$ cat config.mk
export PLATFORM = sky130hd
export DESIGN_NAME = frame_slot_ring_manager_unit
export DESIGN_NICKNAME = d
export VERILOG_FILES = /design/src/hdl/fsrm_pkg.sv /design/src/hdl/fsrm_cell.sv /design/src/hdl/frame_slot_ring_manager_unit.sv
export SDC_FILE = /design/constraint.sdc
export NUM_CORES = 2
export LEC_CHECK = 0
export BUFFER_PORTS_ARGS = -buffer_cell sky130_fd_sc_hd__buf_2
export CORE_ASPECT_RATIO = 1.4
export CORE_UTILIZATION = 55
export DETAILED_ROUTE_END_ITERATION = 6
export HOLD_SLACK_MARGIN = 0.05
export PLACE_DENSITY = 0.82
export RECOVER_POWER = 100
export SETUP_SLACK_MARGIN = 0.2
export SLEW_MARGIN = 30
export SYNTH_ARGS = -nofsm -noshare
export SYNTH_HDL_FRONTEND = slang
export SYNTH_SLANG_ARGS = --single-unit
$ cat constraint.sdc
create_clock -name clk -period 6.7 [get_ports clk]
set_clock_uncertainty 0.15 [all_clocks]
set_input_delay 1.34 -clock clk [delete_from_list [all_inputs] [get_ports clk]]
set_output_delay 1.34 -clock clk [all_outputs]
set_load 0.005 [all_outputs]
$ cat src/hdl/fsrm_pkg.sv
// shared types and constants of the frame slot ring manager
package fsrm_pkg;

	localparam int MAX_RING_SLOTS = 8;
	localparam int SLOT_W = 3;
	localparam int RING_W = 4;
	localparam int TIME_W = 64;
	localparam int LIMIT_W = 40;

	localparam logic [RING_W-1:0] SLOT_COUNT_RESET = 4'd4;
	localparam logic [LIMIT_W-1:0] STALL_RESET = 40'd1000000000;

	localparam logic REG_SLOT_COUNT = 1'b0;
	localparam logic REG_STALL_LIMIT = 1'b1;

	typedef enum logic [1:0] {
		PH_FREE = 2'd0,
		PH_RAW  = 2'd1,
		PH_BUSY = 2'd2,
		PH_DONE = 2'd3
	} phase_t;

	typedef enum logic [1:0] {
		REQ_CAPTURE = 2'd0,
		REQ_CLAIM   = 2'd1,
		REQ_DONE    = 2'd2,
		REQ_PASS    = 2'd3
	} req_t;

	typedef enum logic [3:0] {
		ST_CAPTURED    = 4'd0,
		ST_DROPPED     = 4'd1,
		ST_GRANTED     = 4'd2,
		ST_NONE_READY  = 4'd3,
		ST_DONE_OK     = 4'd4,
		ST_DONE_STALE  = 4'd5,
		ST_SERIALIZE   = 4'd6,
		ST_STALL_FREED = 4'd7,
		ST_PASS_IDLE   = 4'd8
	} status_t;

	// event context shared by all cells while one transaction is in flight
	typedef struct packed {
		req_t               req;
		logic [SLOT_W-1:0]  idx;
		logic [SLOT_W-1:0]  ptr;
		logic [RING_W-1:0]  n;
		logic [TIME_W-1:0]  now;
		logic [LIMIT_W-1:0] limit;
	} ctx_t;

	// token walking the chain, carrying the result not yet sent
	typedef struct packed {
		logic              active;
		logic              pend_v;
		status_t           pend_status;
		logic [SLOT_W-1:0] pend_slot;
	} token_t;

	typedef struct packed {
		logic              valid;
		status_t           status;
		logic [SLOT_W-1:0] slot;
	} emit_t;

endpackage

$ cat src/hdl/fsrm_cell.sv
// one slot of the ring: phase, start stamp and a token stage to the next slot
module fsrm_cell (
	input  logic                      clk,
	input  logic                      arst_n,
	input  logic                      advance,
	input  logic [fsrm_pkg::SLOT_W-1:0] slot_id,
	input  fsrm_pkg::ctx_t            ctx,
	input  fsrm_pkg::token_t          tok_in,
	output fsrm_pkg::token_t          tok_out,
	output fsrm_pkg::emit_t           emit
);
	import fsrm_pkg::*;

	phase_t              phase_q;
	phase_t              phase_d;
	logic [TIME_W-1:0]   stamp_q;
	logic                stamp_we;
	token_t              tok_q;
	token_t              tok_d;
	logic                in_ring;
	logic                act;
	logic                prod;
	status_t             prod_status;
	logic [TIME_W-1:0]   age;

	always_comb begin
		in_ring = {1'b0, slot_id} < ctx.n;
		act = tok_in.active && in_ring;
		age = ctx.now - stamp_q;
		prod = 1'b0;
		prod_status = ST_CAPTURED;
		phase_d = phase_q;
		stamp_we = 1'b0;
		case (ctx.req)
			REQ_CAPTURE: begin
				if (slot_id == ctx.ptr) begin
					prod = 1'b1;
					if (phase_q == PH_FREE) begin
						phase_d = PH_RAW;
						stamp_we = 1'b1;
						prod_status = ST_CAPTURED;
					end else begin
						prod_status = ST_DROPPED;
					end
				end
			end
			REQ_CLAIM: begin
				// a pending result means a lower slot was already granted
				if (!tok_in.pend_v && phase_q == PH_RAW) begin
					prod = 1'b1;
					phase_d = PH_BUSY;
					prod_status = ST_GRANTED;
				end
			end
			REQ_DONE: begin
				if (slot_id == ctx.idx && phase_q == PH_BUSY) begin
					prod = 1'b1;
					phase_d = PH_DONE;
					prod_status = ST_DONE_OK;
				end
			end
			REQ_PASS: begin
				if (phase_q == PH_DONE) begin
					prod = 1'b1;
					phase_d = PH_FREE;
					prod_status = ST_SERIALIZE;
				end else if (phase_q == PH_BUSY && age > {24'b0, ctx.limit}) begin
					prod = 1'b1;
					phase_d = PH_FREE;
					prod_status = ST_STALL_FREED;
				end
			end
			default: begin
				prod = 1'b0;
			end
		endcase
		if (!act) begin
			prod = 1'b0;
			phase_d = phase_q;
			stamp_we = 1'b0;
		end

		tok_d = tok_in;
		tok_d.active = act;
		if (prod) begin
			tok_d.pend_v = 1'b1;
			tok_d.pend_status = prod_status;
			tok_d.pend_slot = slot_id;
		end

		// a new result pushes the older pending one out, never the last
		emit.valid = prod && tok_in.pend_v;
		emit.status = tok_in.pend_status;
		emit.slot = tok_in.pend_slot;
	end

	always_ff @(posedge clk or negedge arst_n) begin
		if (!arst_n) begin
			phase_q <= PH_FREE;
			tok_q <= '0;
		end else if (advance) begin
			phase_q <= phase_d;
			tok_q <= tok_d;
		end
	end

	always_ff @(posedge clk) begin
		if (advance && stamp_we) begin
			stamp_q <= ctx.now;
		end
	end

	assign tok_out = tok_q;

endmodule

$ cat src/hdl/frame_slot_ring_manager_unit.sv
// top level of the frame slot ring manager: event intake, slot chain, result output
//
//  channel  | direction | transaction carries
//  s_axis   | in        | tuser: req_type; tdata: slot_index, now_time
//  m_axis   | out       | tuser: status; tdata: slot_out; tlast: last
//  apb      | in        | slot_count at 0x0, stall_limit at 0x8
//
// one event at a time: it is accepted, walks the slot chain one cell per cycle
// while the output is not stalled, then a tail stage sends the final result.
// a stalled output freezes the whole chain; the next event is taken while the
// last result still waits. reset frees all slots and clears the pointer;
// no stamp clearing is needed.
module frame_slot_ring_manager_unit (
	input  logic        clk,
	input  logic        arst_n,
	input  logic        s_tvalid,
	output logic        s_tready,
	input  logic [71:0] s_tdata,   // [2:0] slot_index, [66:3] now_time, rest zero
	input  logic [1:0]  s_tuser,   // [1:0] req_type
	output logic        m_tvalid,
	input  logic        m_tready,
	output logic [7:0]  m_tdata,   // [2:0] slot_out, rest zero
	output logic [3:0]  m_tuser,   // [3:0] status
	output logic        m_tlast,
	input  logic        psel,
	input  logic        penable,
	input  logic        pwrite,
	input  logic [3:0]  paddr,
	input  logic [63:0] pwdata,
	output logic [63:0] prdata,
	output logic        pready
);
	import fsrm_pkg::*;

	logic [RING_W-1:0]  slot_count_q;
	logic [LIMIT_W-1:0] stall_limit_q;
	logic [SLOT_W-1:0]  cap_ptr_q;
	logic               busy_q;
	logic               start_q;
	req_t               req_q;
	logic [SLOT_W-1:0]  idx_q;
	logic [SLOT_W-1:0]  ptr_q;
	logic [TIME_W-1:0]  now_q;
	logic               out_v_q;
	status_t            out_status_q;
	logic [SLOT_W-1:0]  out_slot_q;
	logic               out_last_q;

	logic [RING_W-1:0]  ring_n;
	logic [SLOT_W-1:0]  last_cell;
	logic [SLOT_W-1:0]  p_eff;
	logic [RING_W-1:0]  p_inc;
	logic [SLOT_W-1:0]  p_next;
	logic               in_acc;
	logic               cfg_wr;
	logic               advance;
	ctx_t               ctx;
	token_t             tok_head;
	token_t             tok_out [MAX_RING_SLOTS];
	emit_t              emit [MAX_RING_SLOTS];
	token_t             tail;
	emit_t              cell_emit;
	logic               any_emit;
	status_t            sel_status;
	logic [SLOT_W-1:0]  sel_slot;
	logic               sel_last;

	assign pready = 1'b1;
	assign cfg_wr = psel && penable && pwrite && pready;
	assign prdata = (paddr[3] == REG_STALL_LIMIT) ? {24'b0, stall_limit_q}
		: {60'b0, slot_count_q};

	always_comb begin
		ring_n = slot_count_q;
		if (ring_n < RING_W'(2)) ring_n = RING_W'(2);
		if (ring_n > RING_W'(MAX_RING_SLOTS)) ring_n = RING_W'(MAX_RING_SLOTS);
		last_cell = SLOT_W'(ring_n - RING_W'(1));
		p_eff = ({1'b0, cap_ptr_q} >= ring_n) ? '0 : cap_ptr_q;
		p_inc = {1'b0, p_eff} + RING_W'(1);
		p_next = (p_inc >= ring_n) ? '0 : p_inc[SLOT_W-1:0];
	end

	assign s_tready = !busy_q;
	assign in_acc = s_tvalid && s_tready;
	assign advance = !out_v_q || m_tready;

	assign ctx = '{req: req_q, idx: idx_q, ptr: ptr_q, n: ring_n, now: now_q,
		limit: stall_limit_q};
	assign tok_head = '{active: start_q, pend_v: 1'b0, pend_status: ST_CAPTURED,
		pend_slot: '0};

	for (genvar i = 0; i < MAX_RING_SLOTS; i++) begin : g_cell
		fsrm_cell u_cell (
			.clk     (clk),
			.arst_n  (arst_n),
			.advance (advance),
			.slot_id (SLOT_W'(i)),
			.ctx     (ctx),
			.tok_in  ((i == 0) ? tok_head : tok_out[(i == 0) ? 0 : i - 1]),
			.tok_out (tok_out[i]),
			.emit    (emit[i])
		);
	end

	assign tail = tok_out[last_cell];

	always_comb begin
		cell_emit = '0;
		for (int i = 0; i < MAX_RING_SLOTS; i++) begin
			if (emit[i].valid) cell_emit = emit[i];
		end
		any_emit = cell_emit.valid || tail.active;
		sel_status = cell_emit.status;
		sel_slot = cell_emit.slot;
		sel_last = 1'b0;
		if (tail.active) begin
			sel_last = 1'b1;
			if (tail.pend_v) begin
				sel_status = tail.pend_status;
				sel_slot = tail.pend_slot;
			end else begin
				// nothing came out of the walk
				case (req_q)
					REQ_CLAIM: begin
						sel_status = ST_NONE_READY;
						sel_slot = '0;
					end
					REQ_DONE: begin
						sel_status = ST_DONE_STALE;
						sel_slot = idx_q;
					end
					default: begin
						sel_status = ST_PASS_IDLE;
						sel_slot = '0;
					end
				endcase
			end
		end
	end

	always_ff @(posedge clk or negedge arst_n) begin
		if (!arst_n) begin
			slot_count_q <= SLOT_COUNT_RESET;
			stall_limit_q <= STALL_RESET;
			cap_ptr_q <= '0;
			busy_q <= 1'b0;
			start_q <= 1'b0;
			out_v_q <= 1'b0;
		end else begin
			if (cfg_wr) begin
				if (paddr[3] == REG_SLOT_COUNT) slot_count_q <= pwdata[RING_W-1:0];
				else stall_limit_q <= pwdata[LIMIT_W-1:0];
			end
			if (in_acc) begin
				busy_q <= 1'b1;
				start_q <= 1'b1;
				if (req_t'(s_tuser[1:0]) == REQ_CAPTURE) cap_ptr_q <= p_next;
			end else begin
				if (advance) start_q <= 1'b0;
				if (advance && tail.active) busy_q <= 1'b0;
			end
			if (advance) out_v_q <= any_emit;
		end
	end

	always_ff @(posedge clk) begin
		if (in_acc) begin
			req_q <= req_t'(s_tuser[1:0]);
			idx_q <= s_tdata[2:0];
			now_q <= s_tdata[66:3];
			ptr_q <= p_eff;
		end
		if (advance && any_emit) begin
			out_status_q <= sel_status;
			out_slot_q <= sel_slot;
			out_last_q <= sel_last;
		end
	end

	assign m_tvalid = out_v_q;
	assign m_tuser = out_status_q;
	assign m_tdata = {5'b0, out_slot_q};
	assign m_tlast = out_last_q;

endmodule

==> results.ini <==
[run_status]
status = finished, violations left
violations = max-capacitance violations, max-slew violations, negative setup slack

[synthesis]
yosysMostFrequentCell = ha_1
synth_top_area_cell = edfxtp_1
synth_top_flop_cell = edfxtp_1
synthTopCellsByArea = edfxtp_1, ha_1, a21oi_1, dfrtp_1, inv_1
synth-seq-cells = 715
yosysSeqAreaShare_pct = 30.59
syn_inst = 8014
ys_types = 98
synth_top_area_share_pct = 26.05
synth.avg_cell_area_um2 = 8.515
synth_warnings = 0
syn_area_um2 = 68240
synth_edf_count = 592
synth-async-reset-ratio_pct = 17.20
synth_common_cells = ha_1, a21oi_1, inv_1

[grt]
antenna_found_initial = 25
overflow = 0
grt_usage_pct = 43.71
grt.met3_usage_pct = 8.918
grt-busiest-layer = met2
grt_pass1_wl_um = 412700
grt_pass1_vias = 68502
grt_use_met2_pct = 68.64
grt_start_max_net_pins = 67
grt_use_met1_pct = 51.25

[worst_hold_path]
holdCritStartpoint = start_q
hold_end = start_q
hold_class = reg2reg
min_path_cells = 2

[floorplanning]
fp.dieW_um = 299.7
rows = 152
die-area_um2 = 125500
die_h_um = 418.8
io_pins = 229
start_util_pct = 55.55
coreArea_um2 = 122900

[timing]
rsz0062_at_grt = true
maxSlewViolCount = 16
max-slew-margin-rel_pct = -6.337
finalHoldViolCount = 0
tns_ns = -15.64
setup_viol = 53
fmax_mhz = 134.1
tightest_slew_ns = 1.595
fin_crit_sh_pct = 111.3
setup_ws_ns = -0.7596
min_period_ns = 7.460

[power_and_ir_drop]
powerDensity_nw_per_um2 = 237.6
ir_drop_mv = 0.2859
leakage_nw = 37.58

[setup_path]
r2r-end = g_cell[0].u_cell.tok_out[7]
worstPathMaxFanout = 3
rrSetupSlack_ns = -0.76
critPathMaxStageDelay_ns = 0.53
startpoint = now_q[0]
crit_slowest_cell = or4_1
worstSetupPathType = reg2reg
cp-end-kind = flop
ff2ff_path_depth = 43
cp-start-kind = flop
arrival_ns = 7.89
r2r-start = now_q[0]
crit_top_cell = buf_6
required_ns = 7.13

[routing]
first_iter_violations = 6845
vias = 71340
routed_wl_um = 287200
ant_nets = 0
drc = 0
wl_per_cell_um = 26.25
viasPerCell = 6.520
dr.pass1.iters = 7

[clock_network]
root_buffer = clkbuf_16
cts_tree = yes
cts_inserted_buffers = 81
worstSkewPairLatency_ns = 0.73
clockBufferDepth = 3
cts_num_sinks = 715
clk_pin_slew_ns = 0.07
htreeDepth = 3

[place]
dpl-instance-area_um2 = 78990
io_buffer_count = 166
gp_congestion = 1.024
dp_slack_ns = -0.8503
dp.cells = 10673
hpwl_um = 219000

[finish]
stdcell_count = 10942
drive_gt1_share_pct = 21.61
syn2layout_area_growth_pct = 24.23
num-nets-final = 10243
post-route-cell-area_um2 = 84780

[job]
cap_violations = 1

==> metrics by stage <==
step | utilization [%] | power (mW) | hold slack (ns)
detailed placement | 64.30 | 14.42 | 0.3271
global placement | 64.29 | 14.18 | 0.3069
floorplan | - | 10.75 | 0.2953
finish | 69.01 | 20.14 | 0.3415
global route | 69.00 | 20.98 | 0.3769
CTS | 67.91 | 19.46 | 0.3431
==> metal layers <==
metal,part of all wire [%],up-vias
met2,43,3995
met5,0.036,-
met3,9.7,1248
met1,37,33803
met4,10,16
li1,-,32278
==> cell families (layout without fill, tap and decap cells) <==
logic type	after synthesis	in the layout	synth area share, %
multiplexers	117	117	2.055
AO/OA/AOI/OAI	2554	2554	24.08
adder cells (fa/ha/maj)	848	848	15.64
AND/OR/NAND/NOR	2376	2376	16.95
buffers and inverters	1025	2296	5.838
flip-flops	715	715	30.59
XOR/XNOR	377	377	4.838
other	2	42	0.01100
==> layout by cell type, fill, tap and decap left out, drive strengths merged, types with 109 or more instances in the layout <==
cell type  netlist  routed
a21oi          827     827
xor2           140     140
ha             840     840
o21ai          462     462
clkbuf         257     123
edfxtp         592     592
dfrtp          109     109
nor3           177     177
nand4          236     236
nor2           535     535
xnor2          237     237
nand2          705     705
nand3          189     189
o21a           111     111
buf             48    1403
a21o           307     307
inv            720     725
==> registers in the layout, summed over array words and instances (netlist names) <==
name,count
idx_q,3
start_q,1
now_q,64
slot_count_q,4
req_q,2
m_tlast,1
g_cell.u_cell.tok_out,57
stall_limit_q,40
g_cell.u_cell.stamp_q,512
g_cell.u_cell.phase_q,16
m_tvalid,1
m_tuser,4
out_slot_q,3
ptr_q,3
cap_ptr_q,3
busy_q,1
==> power by group <==
| group | internal [mW] | switching (mW) |
|---|---|---|
| registers | 5.18 | 0.408 |
| logic | 3.94 | 5.82 |
| clock network | 2.72 | 2.08 |
| total | 11.8 | 8.30 |
==> worst max-delay path, delay by kind of cell, from the launching register on <==
| family | cells | cell delay [ns] |
|---|---|---|
| compound gates | 15 | 2.31 |
| buf+inv | 19 | 2.35 |
| flops | 1 | 0.42 |
| simple gates | 5 | 1.11 |
| fa+ha+maj | 3 | 0.84 |
| xor+xnor | 1 | 0.13 |
==> final cells by class <==
| class | count | area (um^2) |
|---|---|---|
| antenna | 12 | 30.03 |
| clock buffer | 100 | 2182 |
| clock inverter | 50 | 561.8 |
| fill | 9807 | 38080 |
| inverter | 720 | 2711 |
| multi-input combinational | 6302 | 45600 |
| sequential | 715 | 20870 |
| tap | 1617 | 2023 |
| timing repair buffer | 1426 | 10800 |
==> repair_timing <==
| action | CTS | global route |
|---|---|---|
| endpoints found under the setup margin | 80 | 80 |
| pin swaps | 192 | 158 |
| buffers inserted | 59 | 45 |
| gates resized for setup | 286 | 218 |
| hold buffers | 0 | 0 |
==> worst max-delay path by stage <==
stage	slack, ns	cells after the start	to
floorplan	-0.67	5	g_cell[4].u_cell.stamp_q[0]
global placement	-0.74	29	out_slot_q[1]
detailed placement	-0.85	29	out_slot_q[1]
CTS	-0.23	31	out_slot_q[1]
global route	-0.96	43	g_cell[0].u_cell.tok_out[7]
finish	-0.76	43	g_cell[0].u_cell.tok_out[7]
No activity file was read; power rests on OpenSTA's default activity.
